`src/sv/cbor_item_validator_assert.svh`:
```
// ----------------------------------------------------------------------------
// cbor_item_validator assertion macros
// Shared concurrent assertion forms, clocked on aclk, off during reset.
// ----------------------------------------------------------------------------
`ifndef CBOR_ITEM_VALIDATOR_ASSERT_SVH
`define CBOR_ITEM_VALIDATOR_ASSERT_SVH

// Same-cycle implication
`define CBV_ASSERT_NOW(label, ante, cons, msg) \
    label: assert property (@(posedge aclk) disable iff (!aresetn) (ante) |-> (cons)) \
        else $error(msg);

// Next-cycle implication
`define CBV_ASSERT_NEXT(label, ante, cons, msg) \
    label: assert property (@(posedge aclk) disable iff (!aresetn) (ante) |=> (cons)) \
        else $error(msg);

`endif

```
`src/sv/cborv_pkg.sv`:
```
// ----------------------------------------------------------------------------
// cborv_pkg
// Types and codes shared by the CBOR item validator.
// ----------------------------------------------------------------------------
`timescale 1ns / 1ps

package cborv_pkg;

    typedef enum logic [1:0] {
        PH_HEAD,
        PH_ARG,
        PH_PAYLOAD,
        PH_DONE
    } phase_t;

    typedef enum logic [1:0] {
        ST_IDLE,
        ST_POP,
        ST_EMIT
    } state_t;

    localparam logic [2:0] STAT_OK        = 3'd0;
    localparam logic [2:0] STAT_RESERVED  = 3'd1;
    localparam logic [2:0] STAT_TRUNCATED = 3'd2;
    localparam logic [2:0] STAT_TOO_DEEP  = 3'd3;
    localparam logic [2:0] STAT_TOO_LONG  = 3'd4;

    localparam logic [2:0] MAJ_BSTR  = 3'd2;
    localparam logic [2:0] MAJ_TSTR  = 3'd3;
    localparam logic [2:0] MAJ_ARRAY = 3'd4;
    localparam logic [2:0] MAJ_MAP   = 3'd5;
    localparam logic [2:0] MAJ_TAG   = 3'd6;

    localparam logic [4:0] MINOR_ARG1   = 5'd24;
    localparam logic [4:0] MINOR_ARG8   = 5'd27;
    localparam logic [4:0] MINOR_INDEF  = 5'd31;
    localparam logic [7:0] BREAK_BYTE   = 8'hFF;

endpackage

```
`src/sv/cbor_item_validator.sv`:
```
// ----------------------------------------------------------------------------
// cbor_item_validator
// Streaming well-formedness check of the first CBOR item in a byte buffer.
// ----------------------------------------------------------------------------
// Bytes enter one per request on the slave side; s_tlast marks the final byte
// of a buffer, and only that byte yields a result on the master side.
// A finished item adds one cycle for every nesting level
// that it closes while an enclosing level stays open, since the enclosing
// container's count must be read back from the nesting memory (one-cycle read
// port); closing the outermost level costs nothing extra. After the final byte,
// the emit state loads the result register. The innermost open container
// is held in a register; outer levels live in the memory. A result still
// waiting in the output register stalls the input only once the next
// buffer's last byte has been taken.
`timescale 1ns / 1ps
`include "cbor_item_validator_assert.svh"

module cbor_item_validator #(
    parameter int MAX_DEPTH = 16,
    parameter int LEN_BITS  = 32
) (
    input  logic        aclk,
    input  logic        aresetn,
    input  logic        s_tvalid,
    output logic        s_tready,
    input  logic [7:0]  s_tdata,   // [7:0] data_byte
    input  logic        s_tlast,   // last_byte
    output logic        m_tvalid,
    input  logic        m_tready,
    output logic [39:0] m_tdata    // [0] well_formed, [3:1] status,
                                   // [35:4] item_length, [39:36] zero
);

    localparam int AW = (MAX_DEPTH > 1) ? $clog2(MAX_DEPTH) : 1;
    localparam int LW = $clog2(MAX_DEPTH + 1);
    localparam logic [LEN_BITS-1:0] LEN_MASK = '1;

    // Control and datapath registers
    cborv_pkg::state_t state_reg, state_next;
    cborv_pkg::phase_t phase_reg, phase_next;
    logic [3:0]          arg_left_reg, arg_left_next;
    logic [63:0]         arg_val_reg, arg_val_next;
    logic [2:0]          pend_major_reg, pend_major_next;
    logic [LEN_BITS-1:0] payload_left_reg, payload_left_next;
    logic [LW-1:0]       level_reg, level_next;
    logic [LEN_BITS:0]   top_reg, top_next;     // innermost open level
    logic [LEN_BITS-1:0] bytes_seen_reg, bytes_seen_next;
    logic [LEN_BITS-1:0] first_len_reg, first_len_next;
    logic                complete_reg, complete_next;
    logic [2:0]          err_reg, err_next;
    logic                last_reg, last_next;

    logic                out_valid_reg;
    logic                out_wf_reg;
    logic [2:0]          out_status_reg;
    logic [31:0]         out_len_reg;

    // Nesting memory: outer levels, bit LEN_BITS flags an indefinite container
    logic [LEN_BITS:0] stack_mem [MAX_DEPTH];
    logic [LEN_BITS:0] rd_data_reg;
    logic              mem_we;
    logic [AW-1:0]     mem_waddr;
    logic [LEN_BITS:0] mem_wdata;
    logic              pop_req;
    logic [AW-1:0]     mem_raddr;

    logic accept_in;
    logic emit_fire;

    // Working values of the byte step
    logic [4:0]          minor;
    logic [2:0]          major;
    logic                wrapped;
    logic                act_en;
    logic [2:0]          act_major;
    logic [63:0]         act_value;
    logic                act_indef;
    logic                do_close;
    logic                do_push;
    logic [LEN_BITS:0]   push_entry;
    logic [LEN_BITS:0]   close_top;
    logic [LEN_BITS-1:0] cnt;
    logic [LEN_BITS-1:0] room;
    logic [3:0]          arg_dec;

    assign accept_in = s_tvalid && s_tready;
    assign emit_fire = (state_reg == cborv_pkg::ST_EMIT) && (!out_valid_reg || m_tready);

    // Byte step and level closing
    always_comb begin
        phase_next        = phase_reg;
        arg_left_next     = arg_left_reg;
        arg_val_next      = arg_val_reg;
        pend_major_next   = pend_major_reg;
        payload_left_next = payload_left_reg;
        level_next        = level_reg;
        top_next          = top_reg;
        bytes_seen_next   = bytes_seen_reg;
        first_len_next    = first_len_reg;
        complete_next     = complete_reg;
        err_next          = err_reg;
        last_next         = last_reg;
        mem_we            = 1'b0;
        mem_waddr         = AW'(level_reg - LW'(1));
        mem_wdata         = top_reg;
        pop_req           = 1'b0;
        mem_raddr         = '0;
        minor             = s_tdata[4:0];
        major             = s_tdata[7:5];
        wrapped           = (pend_major_reg == cborv_pkg::MAJ_TAG);
        act_en            = 1'b0;
        act_major         = major;
        act_value         = {59'd0, minor};
        act_indef         = 1'b0;
        do_close          = 1'b0;
        do_push           = 1'b0;
        push_entry        = '0;
        close_top         = top_reg;
        cnt               = '0;
        room              = LEN_MASK - bytes_seen_reg;
        arg_dec           = arg_left_reg;

        if (state_reg == cborv_pkg::ST_IDLE && accept_in) begin
            last_next = s_tlast;
            if (phase_reg != cborv_pkg::PH_DONE) begin
                if (bytes_seen_reg == LEN_MASK) begin
                    err_next   = cborv_pkg::STAT_TOO_LONG;
                    phase_next = cborv_pkg::PH_DONE;
                end else begin
                    bytes_seen_next = bytes_seen_reg + LEN_BITS'(1);
                    room = LEN_MASK - bytes_seen_next;
                    unique case (phase_reg)
                        cborv_pkg::PH_HEAD: begin
                            pend_major_next = major;
                            if (s_tdata == cborv_pkg::BREAK_BYTE && !wrapped &&
                                level_reg != '0 && top_reg[LEN_BITS]) begin
                                // close the open indefinite container
                                level_next = level_reg - LW'(1);
                                if (level_next == '0) begin
                                    do_close = 1'b1;
                                end else begin
                                    pop_req   = 1'b1;
                                    mem_raddr = AW'(level_next - LW'(1));
                                end
                            end else if (minor < cborv_pkg::MINOR_ARG1) begin
                                act_en = 1'b1;
                            end else if (minor <= cborv_pkg::MINOR_ARG8) begin
                                arg_left_next = 4'd1 << (minor - cborv_pkg::MINOR_ARG1);
                                arg_val_next  = '0;
                                phase_next    = cborv_pkg::PH_ARG;
                            end else if (minor < cborv_pkg::MINOR_INDEF) begin
                                err_next   = cborv_pkg::STAT_RESERVED;
                                phase_next = cborv_pkg::PH_DONE;
                            end else begin
                                act_en    = 1'b1;
                                act_value = '0;
                                act_indef = 1'b1;
                            end
                        end
                        cborv_pkg::PH_ARG: begin
                            arg_val_next = {arg_val_reg[55:0], s_tdata};
                            if (arg_left_reg != 4'd0) begin
                                arg_dec = arg_left_reg - 4'd1;
                            end
                            arg_left_next = arg_dec;
                            if (arg_dec == 4'd0) begin
                                act_en    = 1'b1;
                                act_major = pend_major_reg;
                                act_value = arg_val_next;
                            end
                        end
                        cborv_pkg::PH_PAYLOAD: begin
                            if (payload_left_reg != '0) begin
                                payload_left_next = payload_left_reg - LEN_BITS'(1);
                            end
                            if (payload_left_next == '0) begin
                                phase_next = cborv_pkg::PH_HEAD;
                                do_close   = 1'b1;
                            end
                        end
                        default: begin
                        end
                    endcase

                    // Head with a known argument or an indefinite length
                    if (act_en) begin
                        phase_next = cborv_pkg::PH_HEAD;
                        priority if (act_major == cborv_pkg::MAJ_BSTR ||
                                     act_major == cborv_pkg::MAJ_TSTR) begin
                            if (act_indef) begin
                                do_close = 1'b1;
                            end else if (act_value > {{(64-LEN_BITS){1'b0}}, room}) begin
                                err_next   = cborv_pkg::STAT_TOO_LONG;
                                phase_next = cborv_pkg::PH_DONE;
                            end else if (act_value == '0) begin
                                do_close = 1'b1;
                            end else begin
                                payload_left_next = act_value[LEN_BITS-1:0];
                                phase_next        = cborv_pkg::PH_PAYLOAD;
                            end
                        end else if (act_major == cborv_pkg::MAJ_ARRAY) begin
                            if (act_indef) begin
                                do_push    = 1'b1;
                                push_entry = {1'b1, {LEN_BITS{1'b0}}};
                            end else if (|act_value[63:LEN_BITS]) begin
                                err_next   = cborv_pkg::STAT_TOO_LONG;
                                phase_next = cborv_pkg::PH_DONE;
                            end else if (act_value == '0) begin
                                do_close = 1'b1;
                            end else begin
                                do_push    = 1'b1;
                                push_entry = {1'b0, act_value[LEN_BITS-1:0]};
                            end
                        end else if (act_major == cborv_pkg::MAJ_MAP) begin
                            if (act_indef) begin
                                do_push    = 1'b1;
                                push_entry = {1'b1, {LEN_BITS{1'b0}}};
                            end else if (|act_value[63:LEN_BITS-1]) begin
                                err_next   = cborv_pkg::STAT_TOO_LONG;
                                phase_next = cborv_pkg::PH_DONE;
                            end else if (act_value == '0) begin
                                do_close = 1'b1;
                            end else begin
                                do_push    = 1'b1;
                                push_entry = {1'b0, act_value[LEN_BITS-2:0], 1'b0};
                            end
                        end else if (act_major == cborv_pkg::MAJ_TAG) begin
                            // hold: the next head is the wrapped item
                        end else begin
                            do_close = 1'b1;
                        end
                    end

                    if (do_push) begin
                        if (level_reg == LW'(MAX_DEPTH)) begin
                            err_next   = cborv_pkg::STAT_TOO_DEEP;
                            phase_next = cborv_pkg::PH_DONE;
                        end else begin
                            // spill the current top to memory
                            mem_we     = (level_reg != '0);
                            top_next   = push_entry;
                            level_next = level_reg + LW'(1);
                        end
                    end
                end
            end
        end else if (state_reg == cborv_pkg::ST_POP) begin
            // reloaded top, then carry on closing
            close_top = rd_data_reg;
            top_next  = rd_data_reg;
            do_close  = 1'b1;
        end else if (emit_fire) begin
            phase_next        = cborv_pkg::PH_HEAD;
            arg_left_next     = '0;
            arg_val_next      = '0;
            pend_major_next   = '0;
            payload_left_next = '0;
            level_next        = '0;
            bytes_seen_next   = '0;
            first_len_next    = '0;
            complete_next     = 1'b0;
            err_next          = cborv_pkg::STAT_OK;
        end

        // Account a finished item in the innermost container
        if (do_close) begin
            if (level_next == '0) begin
                complete_next  = 1'b1;
                first_len_next = bytes_seen_next;
                phase_next     = cborv_pkg::PH_DONE;
            end else if (!close_top[LEN_BITS]) begin
                cnt = close_top[LEN_BITS-1:0] - LEN_BITS'(1);
                if (cnt != '0) begin
                    top_next = {1'b0, cnt};
                end else begin
                    level_next = level_next - LW'(1);
                    if (level_next == '0) begin
                        complete_next  = 1'b1;
                        first_len_next = bytes_seen_next;
                        phase_next     = cborv_pkg::PH_DONE;
                    end else begin
                        pop_req   = 1'b1;
                        mem_raddr = AW'(level_next - LW'(1));
                    end
                end
            end
        end
    end

    // Next state
    always_comb begin
        state_next = state_reg;
        unique case (state_reg)
            cborv_pkg::ST_IDLE: begin
                if (accept_in) begin
                    if (pop_req) begin
                        state_next = cborv_pkg::ST_POP;
                    end else if (s_tlast) begin
                        state_next = cborv_pkg::ST_EMIT;
                    end
                end
            end
            cborv_pkg::ST_POP: begin
                if (!pop_req) begin
                    state_next = last_reg ? cborv_pkg::ST_EMIT : cborv_pkg::ST_IDLE;
                end
            end
            cborv_pkg::ST_EMIT: begin
                if (emit_fire) begin
                    state_next = cborv_pkg::ST_IDLE;
                end
            end
            default: begin
                state_next = cborv_pkg::ST_IDLE;
            end
        endcase
    end

    // Handshake outputs
    always_comb begin
        s_tready = (state_reg == cborv_pkg::ST_IDLE);
        m_tvalid = out_valid_reg;
        m_tdata  = {4'd0, out_len_reg, out_status_reg, out_wf_reg};
    end

    always_ff @(posedge aclk) begin
        if (!aresetn) begin
            state_reg        <= cborv_pkg::ST_IDLE;
            phase_reg        <= cborv_pkg::PH_HEAD;
            arg_left_reg     <= '0;
            arg_val_reg      <= '0;
            pend_major_reg   <= '0;
            payload_left_reg <= '0;
            level_reg        <= '0;
            bytes_seen_reg   <= '0;
            first_len_reg    <= '0;
            complete_reg     <= 1'b0;
            err_reg          <= cborv_pkg::STAT_OK;
            last_reg         <= 1'b0;
            out_valid_reg    <= 1'b0;
        end else begin
            state_reg        <= state_next;
            phase_reg        <= phase_next;
            arg_left_reg     <= arg_left_next;
            arg_val_reg      <= arg_val_next;
            pend_major_reg   <= pend_major_next;
            payload_left_reg <= payload_left_next;
            level_reg        <= level_next;
            bytes_seen_reg   <= bytes_seen_next;
            first_len_reg    <= first_len_next;
            complete_reg     <= complete_next;
            err_reg          <= err_next;
            last_reg         <= last_next;
            if (emit_fire) begin
                out_valid_reg <= 1'b1;
            end else if (m_tready) begin
                out_valid_reg <= 1'b0;
            end
        end
    end

    // Payload registers
    always_ff @(posedge aclk) begin
        top_reg <= top_next;
        if (emit_fire) begin
            out_wf_reg     <= complete_reg;
            out_status_reg <= complete_reg ? cborv_pkg::STAT_OK :
                              ((err_reg != cborv_pkg::STAT_OK) ? err_reg :
                               cborv_pkg::STAT_TRUNCATED);
            out_len_reg    <= complete_reg ? 32'(first_len_reg) : 32'd0;
        end
    end

    // Nesting memory; a pop read never meets a write in the same cycle
    always_ff @(posedge aclk) begin
        if (mem_we) begin
            stack_mem[mem_waddr] <= mem_wdata;
        end
        if (pop_req) begin
            rd_data_reg <= stack_mem[mem_raddr];
        end
    end

    `CBV_ASSERT_NOW(a_level_bound, 1'b1, level_reg <= LW'(MAX_DEPTH),
                    "nesting level beyond depth")
    `CBV_ASSERT_NOW(a_pop_level, state_reg == cborv_pkg::ST_POP, level_reg != '0,
                    "reload with no open level")
    `CBV_ASSERT_NOW(a_done_phase, complete_reg || err_reg != cborv_pkg::STAT_OK,
                    phase_reg == cborv_pkg::PH_DONE, "finished parse not in done phase")
    `CBV_ASSERT_NOW(a_excl, complete_reg, err_reg == cborv_pkg::STAT_OK,
                    "item complete with error")
    `CBV_ASSERT_NEXT(a_emit, emit_fire,
                     m_tvalid && level_reg == '0 && phase_reg == cborv_pkg::PH_HEAD,
                     "result not loaded or state not cleared")

endmodule

```
`config.mk`:
```
export PLATFORM = sky130hd
export DESIGN_NAME = cbor_item_validator
export DESIGN_NICKNAME = d
export VERILOG_FILES = /design/src/sv/cborv_pkg.sv /design/src/sv/cbor_item_validator.sv
export VERILOG_INCLUDE_DIRS = /design/src /design/src/sv
export SDC_FILE = /design/constraint.sdc
export NUM_CORES = 1
export LEC_CHECK = 0
export BUFFER_PORTS_ARGS = -buffer_cell sky130_fd_sc_hd__buf_2
export CORE_UTILIZATION = 57
export DETAILED_ROUTE_END_ITERATION = 8
export PLACE_DENSITY = 0.76
export SLEW_MARGIN = 15
export SYNTH_ARGS = -nofsm -noshare
export SYNTH_HDL_FRONTEND = slang
export SYNTH_SLANG_ARGS = --single-unit
```
`constraint.sdc`:
```
create_clock -name aclk -period 6.6 [get_ports aclk]
set_input_delay 1.32 -clock aclk [delete_from_list [all_inputs] [get_ports aclk]]
set_output_delay 1.32 -clock aclk [all_outputs]
set_load 0.01 [all_outputs]
```
======== Word-level counts from Yosys, hierarchy flattened ========
Memories as Yosys holds them, arrays and structs flattened. A register that Yosys moved wholly into a read port is not among the register bits.
Index checks and enable logic that the tools add are counted.
operators by class
  shift-type cells ........................ 1
  mux-type cells .......................... 249
  eq/ne operators ......................... 26
  add/subtract/negate cells ............... 11
  reduce and logical (&&, ||, !) cells .... 33
  div/mod/pow operators ................... 0
  multiply operators ...................... 0
  magnitude comparators ................... 4
  bitwise operators ....................... 1
operators with widths
  operator                  count
  $mux W32                  33
  $mux W33                  17
  $mux W56                  8
  $mux W64                  4
  $pmux W64 S2              1
  $pmux W56 S2              1
  $mux W4                   24
  $mux W3                   31
  $mux W5                   17
  $mux W1                   73
  $mux W2                   35
  $gt A64 B32 Y1            1
  $logic_not A64 Y1         1
  $reduce_bool A32 Y1       2
  $sub A32 B1 Y32 const B   2
  $reduce_or A33 Y1         1
  $add A32 B1 Y32 const B   1
  $eq A32 B32 Y1 const B    1
  $logic_not A32 Y1         1
  $reduce_or A32 Y1         1
  $sub A32 B32 Y32 const A  1
  $logic_not A5 Y1          3
  $eq A3 B3 Y1 const B      4
  $sub A4 B1 Y4 const B     3
  other kinds (34)          59
storage, ports and cells
  word-level logic and storage cells ...... 344
  latch bits .............................. 0
  memories ................................ 1
  bits in read-only memories .............. 0
  memory bits (writable) .................. 528
  bits in registers ....................... 243
memory list
  memory     words  width  read ports  clocked after Yosys merged registers in  write ports  line                       text
  stack_mem  16     33     1           1                                        1            cbor_item_validator.sv:59  logic [LEN_BITS:0] stack_mem [MAX_DEPTH];

======== Depth between registers and ports, before layout ========
Gate-level depths: netlist of the first run.
  depth in word-level cells ............... 37
  depth in mapped cells ................... 30
  gate-level depth less buffers ........... 24

======== Worst setup path before layout of the first run ========
OpenSTA, ideal clock, no wires.
  path kind ............................... register -> register
  start ................................... reg bytes_seen_reg[3]
  end ..................................... reg rd_data_reg[0] (read register of stack_mem) (data pin)
  arrival time ............................ 6.247 ns
  path buffers ............................ 6
  period minus slack after synthesis ...... 6.514 ns
  library setup time ...................... 0.267 ns
  data required time ...................... 6.333 ns
  slack ................................... 0.086 ns
  stages on the path, launching flop included .. 29
  cell sequence ........................... dfxtp_1 buf_2 nand4_1 nor4_1 nand2b_1 nor3_1 and3_1 and3_1 clkbuf_1 and3_1 clkbuf_1 nand3_1 xnor2_1 ha_1 nand4_1 or2_2 nand3b_1 a221oi_1 a21oi_1 o41ai_1 or2_2 or4b_4 nor2_4 a22o_4 buf_6 buf_12 buf_8 mux2i_1 mux2i_1
on the way
  cells in the longest elaborated chain, start to end .. 11
  elaborated cells on any way between the ends .. 34
ends and longest elaborated chain
  what                                                      line                                                    text
  from (decl)                                               cbor_item_validator.sv:47                               logic [LEN_BITS-1:0] bytes_seen_reg, bytes_seen_next;
  from (signal assigned)                                    cbor_item_validator.sv:349                              bytes_seen_reg <= bytes_seen_next;
  $add A32 B1 Y32 / $eq A32 B32 Y1 (equally long branches)  cbor_item_validator.sv:130, cbor_item_validator.sv:126
  $sub A32 B32 Y32 / $mux W5 (equally long branches)        cbor_item_validator.sv:131, cbor_item_validator.sv:126
  $gt A64 B32 Y1 / $mux W5 (equally long branches)          cbor_item_validator.sv:192, cbor_item_validator.sv:125
  $mux W1 / $mux W5 (equally long branches)                 cbor_item_validator.sv:192, cbor_item_validator.sv:123
  $mux W1 / $sub A5 B1 Y5 (equally long branches)           cbor_item_validator.sv:190, cbor_item_validator.sv:276
  $mux W1, or another cell as far along                     cbor_item_validator.sv:188                              priority if (act_major == cborv_pkg::MAJ_BSTR ||
  $mux W1, or another cell as far along                     cbor_item_validator.sv:186                              if (act_en) begin
  $mux W1, or another cell as far along                     cbor_item_validator.sv:126                              if (bytes_seen_reg == LEN_MASK) begin
  $mux W1, or another cell as far along                     cbor_item_validator.sv:125                              if (phase_reg != cborv_pkg::PH_DONE) begin
  $mux W1, or another cell as far along                     cbor_item_validator.sv:123                              if (state_reg == cborv_pkg::ST_IDLE && accept_in) begin
  $mux W4 / $mux W1 (equally long branches)                 cbor_item_validator.sv:266                              if (do_close) begin
  to (decl)                                                 cbor_item_validator.sv:60                               logic [LEN_BITS:0] rd_data_reg;
Parallel ways exist; a longest one is shown, timed or not.
A chain may end at the register's enable or synchronous reset.

======== Worst setup path after layout of the first run ========
  start ................................... reg state_reg[0]
  end ..................................... reg rd_data_reg[23] (read register of stack_mem) (data pin)
on the way
  cells in the longest elaborated chain, start to end .. 12
  elaborated cells on any way between the ends .. 31
ends and longest elaborated chain
  what                                                      line                                                    text
  from (decl)                                               cbor_item_validator.sv:39                               cborv_pkg::state_t state_reg, state_next;
  from (signal assigned)                                    cbor_item_validator.sv:328                              state_reg <= cborv_pkg::ST_IDLE;
  from (signal assigned)                                    cbor_item_validator.sv:342                              state_reg <= state_next;
  $eq A2 B2 Y1                                              cbor_item_validator.sv:87                               assign emit_fire = (state_reg == cborv_pkg::ST_EMIT) && (!out_valid_reg || m_tready);
  $logic_and A1 B1 Y1                                       cbor_item_validator.sv:87
  $mux W5                                                   cbor_item_validator.sv:252                              end else if (emit_fire) begin
  $mux W5                                                   cbor_item_validator.sv:247                              end else if (state_reg == cborv_pkg::ST_POP) begin
  $mux W5                                                   cbor_item_validator.sv:123
  $sub A5 B1 Y5                                             cbor_item_validator.sv:276                              level_next = level_next - LW'(1);
  $sub A4 B1 Y4 / $logic_not A5 Y1 (equally long branches)  cbor_item_validator.sv:283, cbor_item_validator.sv:277
  $mux W4 / $mux W1 (equally long branches)                 cbor_item_validator.sv:277                              if (level_next == '0) begin
  $mux W4 / $mux W1 (equally long branches)                 cbor_item_validator.sv:273                              if (cnt != '0) begin
  $mux W4 / $mux W1 (equally long branches)                 cbor_item_validator.sv:271                              end else if (!close_top[LEN_BITS]) begin
  $mux W4 / $mux W1 (equally long branches)                 cbor_item_validator.sv:267                              if (level_next == '0) begin
  $mux W4 / $mux W1 (equally long branches)                 cbor_item_validator.sv:266
Parallel ways exist; a longest one is shown, timed or not.

==> qor.csv, run 1 <==
metric;value;unit
ioPinCount;55;
critPathCaptureType;flop;
largest_register_ffs;528;
vias;26000;
die_x;260;µm
min_path_type;flop to flop;
max_freq;159;MHz
core_area;65900;µm²
fp.dieH;260;µm
synthCells;3036;
crit_arrival;6680;ps
dpl.hpwl;66.4;mm
dr.pass1.iters;8;
syn_area;38100;µm²
power;13.4;mW
ys_seq_elements;804;
syn_area_per_cell;12.5;µm²
fin_crit_sh;0.954;
placedCellCount;3876;
cts_buffer_depth;3;
cts.sinks;804;
diodes;0;
start_util;0.578;
startpoint_type;flop;
startpoint;state_reg[0];
ant_nets;0;
yosysSeqAreaShare;0.580;
worstPathMaxFanout;36;
finalSetupViolCount;0;
cts_tree;yes;
ys_warn_count;0;
remaining_drc_errors;0;
final_nets;3169;
cts-root-buf;clkbuf_16;
regToRegStartpoint;state_reg[0];
syn_to_final_growth;11.8;%
drive_gt1_frac;0.143;
clock_latency;640;ps
async_flop_share;0;
wl_per_cell;25.7;µm
first_global_vias;25700;
crit_required;6980;ps
power_density;315;nW/µm²
worstSetupPathType;flop to flop;
ctsHtreeMaxLevel;3;
track_usage;0.305;
fin_util;0.646;
fillers;4922;
ir_drop;0.248;mV
status;complete, no violations;
drt-total-wl;104;mm
min_from;last_reg;
rows;94;
synth.distinct_cells;96;
tightest_slew;930;ps
cts_made_buffers;82;
fin_setup_tns;0;ps
grt_start_max_net_pins;95;
finalHoldViolCount;0;
grt_pass1_wl;155;mm
place.port_buffers;50;
antenna_found_initial;1;
grt.overflow.total;0;
synth_edf_count;597;
skew;37.4;ps
slew_violations;0;
routed_via_density;6.45;
clk_pin_slew_worst_paths;60;ps
yosys_most_used_dff;edfxtp_1;
finalNonFillerCells;4037;
drt_iter0_drc;2634;
post-route-cell-area;42600;µm²
routabilityCongestion;1.01;
relSlewSlack;0.376;
maxCapViolCount;0;
placed_cell_area;39600;µm²
p_leak;16.2;nW
die-area;67800;µm²
finalCriticalPeriod;6300;ps
worst max-delay path, cell delays in order (launching register included):
cell,delay (ps)
dfxtp_1,530
nor2b_4,250
buf_4,460
mux2i_1,730
nand4_2,710
nor4_2,540
xor2_1,260
a21boi_2,240
o211ai_1,150
or3_1,490
or4b_4,560
nor2_4,160
a22o_4,170
buf_12,260
mux2i_1,310
mux2i_1,130
routing by layer:
layer / global-route usage / vias to the layer above / routed length [µm]
met4: 0.129 / 2 / 4250
li1: - / 11700 / -
met1: 0.407 / 13000 / 42800
met3: 0.0550 / 254 / 7880
met2: 0.493 / 1065 / 48900
met5: 0 / - / 11
worst paths after layout:
path / cells past startpoint / to / slack [ps]
min reg2reg: 2 / last_reg / 470
max: 15 / rd_data_reg[23] / 300
min: 2 / last_reg / 470
max reg2reg: 15 / rd_data_reg[23] / 300
cells by family (layout without fill, tap and decap cells):
family / Yosys count / after routing / share of synthesized area
compound gates: 543 / 543 / 0.0964
xor+xnor: 81 / 81 / 0.0186
fa+ha+maj: 49 / 49 / 0.0161
buf+inv: 254 / 388 / 0.0342
flops: 804 / 804 / 0.580
mux: 423 / 423 / 0.133
other cells: 1 / 4 / 0.0000985
simple gates: 881 / 881 / 0.121
layout make-up:
cell class | count | area (µm²) | share of cell area
Inverter | 60 | 225 | 0.00529
Clock inverter | 40 | 440 | 0.0103
Tap cell | 864 | 1080 | 0.0254
Clock buffer | 110 | 2290 | 0.0538
Sequential cell | 804 | 22100 | 0.519
Multi-Input combinational cell | 1981 | 15000 | 0.352
Timing Repair Buffer | 178 | 1450 | 0.0340
placed cells by master, fill, tap and decap left out, types with 60 or more instances in the layout:
cell type,synthesis,routed
edfxtp_1,597,597
mux2i_1,348,348
dfxtp_1,207,201
nand2_1,185,184
nor2_1,169,150
buf_4,19,110
a22oi_1,107,107
o21ai_0,105,104
nor2b_1,100,99
a21oi_1,91,89
nand3_1,90,87
clkbuf_16,0,85
and2_1,70,70
mux4_2,66,66
inv_1,60,60
per-stage QoR:
step | worst slack [ps] | hold WS (ps)
final | 302 | 467
after global routing | -41.7 | 509
after CTS | 21.6 | 469
after detailed placement | -278 | 461
after global placement | -76.4 | 456
after floorplan | 86.2 | 435
cell usage after synthesis, types with 42 or more instances:
cell type / count / area [µm²]
and2_1: 70 / 438
ha_1: 49 / 613
o21ai_0: 105 / 526
edfxtp_1: 597 / 17900
nand3_1: 90 / 450
nor4_1: 42 / 263
a31oi_1: 42 / 263
nor2_1: 169 / 634
nor3_1: 56 / 280
nand2_1: 185 / 694
nor2b_1: 100 / 626
mux4_2: 66 / 1490
xnor2_1: 49 / 429
a21oi_1: 91 / 455
a22oi_1: 107 / 803
mux2i_1: 348 / 3480
clkbuf_1: 112 / 420
inv_1: 60 / 225
dfxtp_1: 207 / 4140
report_power, final:
group          switching (mW)  internal [mW]
Combinational            1.39          0.798
Clock                    1.96           2.73
Sequential              0.552           5.98
Total                    3.90           9.51
what timing repair did:
action,4_1_cts,5_1_grt
pin swaps,1,8
buffers inserted,2,7
setup endpoints to repair,33,33
cloned,1,0
gates resized for setup,5,24
hold buffers,0,0
No activity file was read; power rests on OpenSTA's default activity.
==> inputs of run 2 (changes only) <==
Clock period 6.6 ns to 5.3 ns, I/O delays scaled along.
==> qor.csv, run 2 (synthesized netlist as in run 1, its figures left out) <==
metric;value;unit
status;complete, but fails checks;
violations;negative setup slack;
cts-root-buf;clkbuf_16;
antenna_found_initial;2;
intPower;12.2;mW
slew_violations;0;
wl_per_cell;26.1;µm
routed_via_density;6.38;
place.port_buffers;50;
drive_gt1_frac;0.227;
cts_made_buffers;83;
post-route-cell-area;45500;µm²
fin_crit_sh;1.09;
startpoint_type;flop;
cts_tree;yes;
crit_required;5670;ps
remaining_drc_errors;0;
ant_nets;0;
comb_power_share;0.195;
routabilityCongestion;1.01;
worstRegToRegCells;26;
grt_start_max_net_pins;97;
vias;27600;
cts.sinks;804;
p_leak;17.8;nW
worstSetupPathType;flop to flop;
clock_latency;640;ps
clk_pin_slew_worst_paths;70;ps
swShare;0.293;
rrSetupSlack;-460;ps
finalHoldViolCount;0;
ir_drop;0.292;mV
min_from;first_len_reg[29];
mostFrequentLayoutCells;597 x edfxtp_1, 339 x buf_4, 338 x mux2i_1;
maxCapViolCount;0;
dpl.hpwl;72.9;mm
first_global_vias;27300;
track_usage;0.330;
final_nets;3448;
dr.pass1.iters;6;
critPathCaptureType;flop;
max_freq;174;MHz
multi_input_comb_area;15300;µm²
clkPwrFrac;0.345;
skew;23.9;ps
core_area;65900;µm²
min_path_type;flop to flop;
fin_ws;-459;ps
min_delay_worst_endpoint;first_len_reg[29];
placed_cell_area;41900;µm²
crit_arrival;6130;ps
syn_to_final_growth;19.6;%
seq_area;22100;µm²
relSlewSlack;0.232;
drt_iter0_drc;2983;
tightest_slew;1150;ps
p_sw;5.04;mW
power.share.sequential;0.459;
power_density;378;nW/µm²
ctsHtreeMaxLevel;3;
die_x;260;µm
rr_endpoint;rd_data_reg[14];
worstPathMaxFanout;10;
grt.overflow.total;0;
holdPathStages;2;
drt-total-wl;113;mm
largest_register_ffs;528;
holdWs;476;ps
finalCriticalPeriod;5760;ps
ioPinCount;55;
fin_util;0.691;
fillers;4609;
place_ws;-669;ps
final_common_cell;edfxtp_1;
finalSetupViolCount;33;
fp.dieH;260;µm
rsz0062_at_grt;true;
regToRegStartpoint;bytes_seen_reg[2];
die-area;67800;µm²
start_util;0.578;
rows;94;
cts_buffer_depth;3;
grt_pass1_wl;167;mm
run 2: area by class of cell:
class / instances / area share
Multi-Input combinational cell: 1981 / 0.335
Sequential cell: 804 / 0.485
Timing Repair Buffer: 456 / 0.0905
Clock inverter: 47 / 0.0115
Antenna cell: 1 / 0.0000549
Tap cell: 864 / 0.0237
Clock buffer: 107 / 0.0490
Inverter: 60 / 0.00495
run 2: critical path: stages (launching register included):
cell and delay [ps]:
dfxtp_2 330, nand4_1 180, nor4_4 230, nand2b_1 170, nor3_2 160, and3_1 200
and3_4 200, and3_4 230, nand3_4 90, xnor2_2 160, ha_1 310, o21ai_0 250
nand2b_1 120, a21oi_2 170, a21oi_2 60, a221oi_4 330, a21oi_2 110, o41ai_4 300
o211ai_1 210, a2111oi_2 260, buf_4 180, a21oi_4 40, buf_12 170, buf_16 160
mux4_2 450, mux2i_1 220, mux2i_1 170
run 2: power by group through the flow:
stage / combinational [mW] / sequential (mW) / clock (mW)
floorplan: 1.95 / 7.95 / 0
global placement: 3.17 / 8.00 / 0
detailed placement: 3.20 / 8.03 / 0
CTS: 3.25 / 7.89 / 5.99
global route: 3.60 / 7.95 / 6.23
finish: 3.37 / 7.91 / 5.94
run 2: routing by layer:
metal	global-route usage	part of all wire	up-vias	routed length, µm
li1	-	-	12300	-
met3	0.0518	0.073	311	8170
met5	0	0.000089	-	10
met1	0.431	0.40	13700	45000
met4	0.147	0.046	2	5130
met2	0.546	0.48	1219	54300
run 2: per-stage QoR:
stage | setup TNS, ps | instances | power, mW
2_1_floorplan | -8250 | 3039 | 9.90
3_3_place_gp | -14320 | 4125 | 11.2
3_5_place_dp | -19790 | 4125 | 11.2
4_1_cts | -7830 | 4303 | 17.1
5_1_grt | -21400 | 4319 | 17.8
6_report | -11980 | 4320 | 17.2
run 2: worst max-delay path by stage:
stage,end,slack (ps),startpoint
CTS,rd_data_reg[30],-280,bytes_seen_reg[2]
floorplan,rd_data_reg[0],-250,bytes_seen_reg[3]
finish,rd_data_reg[14],-460,bytes_seen_reg[2]
detailed placement,rd_data_reg[2],-670,s_tdata[7]
global route,rd_data_reg[4],-740,bytes_seen_reg[2]
global placement,rd_data_reg[0],-490,s_tdata[7]
run 2: repair_timing:
action,in CTS,in global routing
hold buffers,0,0
endpoints found under the hold margin,0,0
resized for setup,60,34
cloned,6,4
setup endpoints to repair,34,58
setup buffers,18,13
pin swaps,9,6
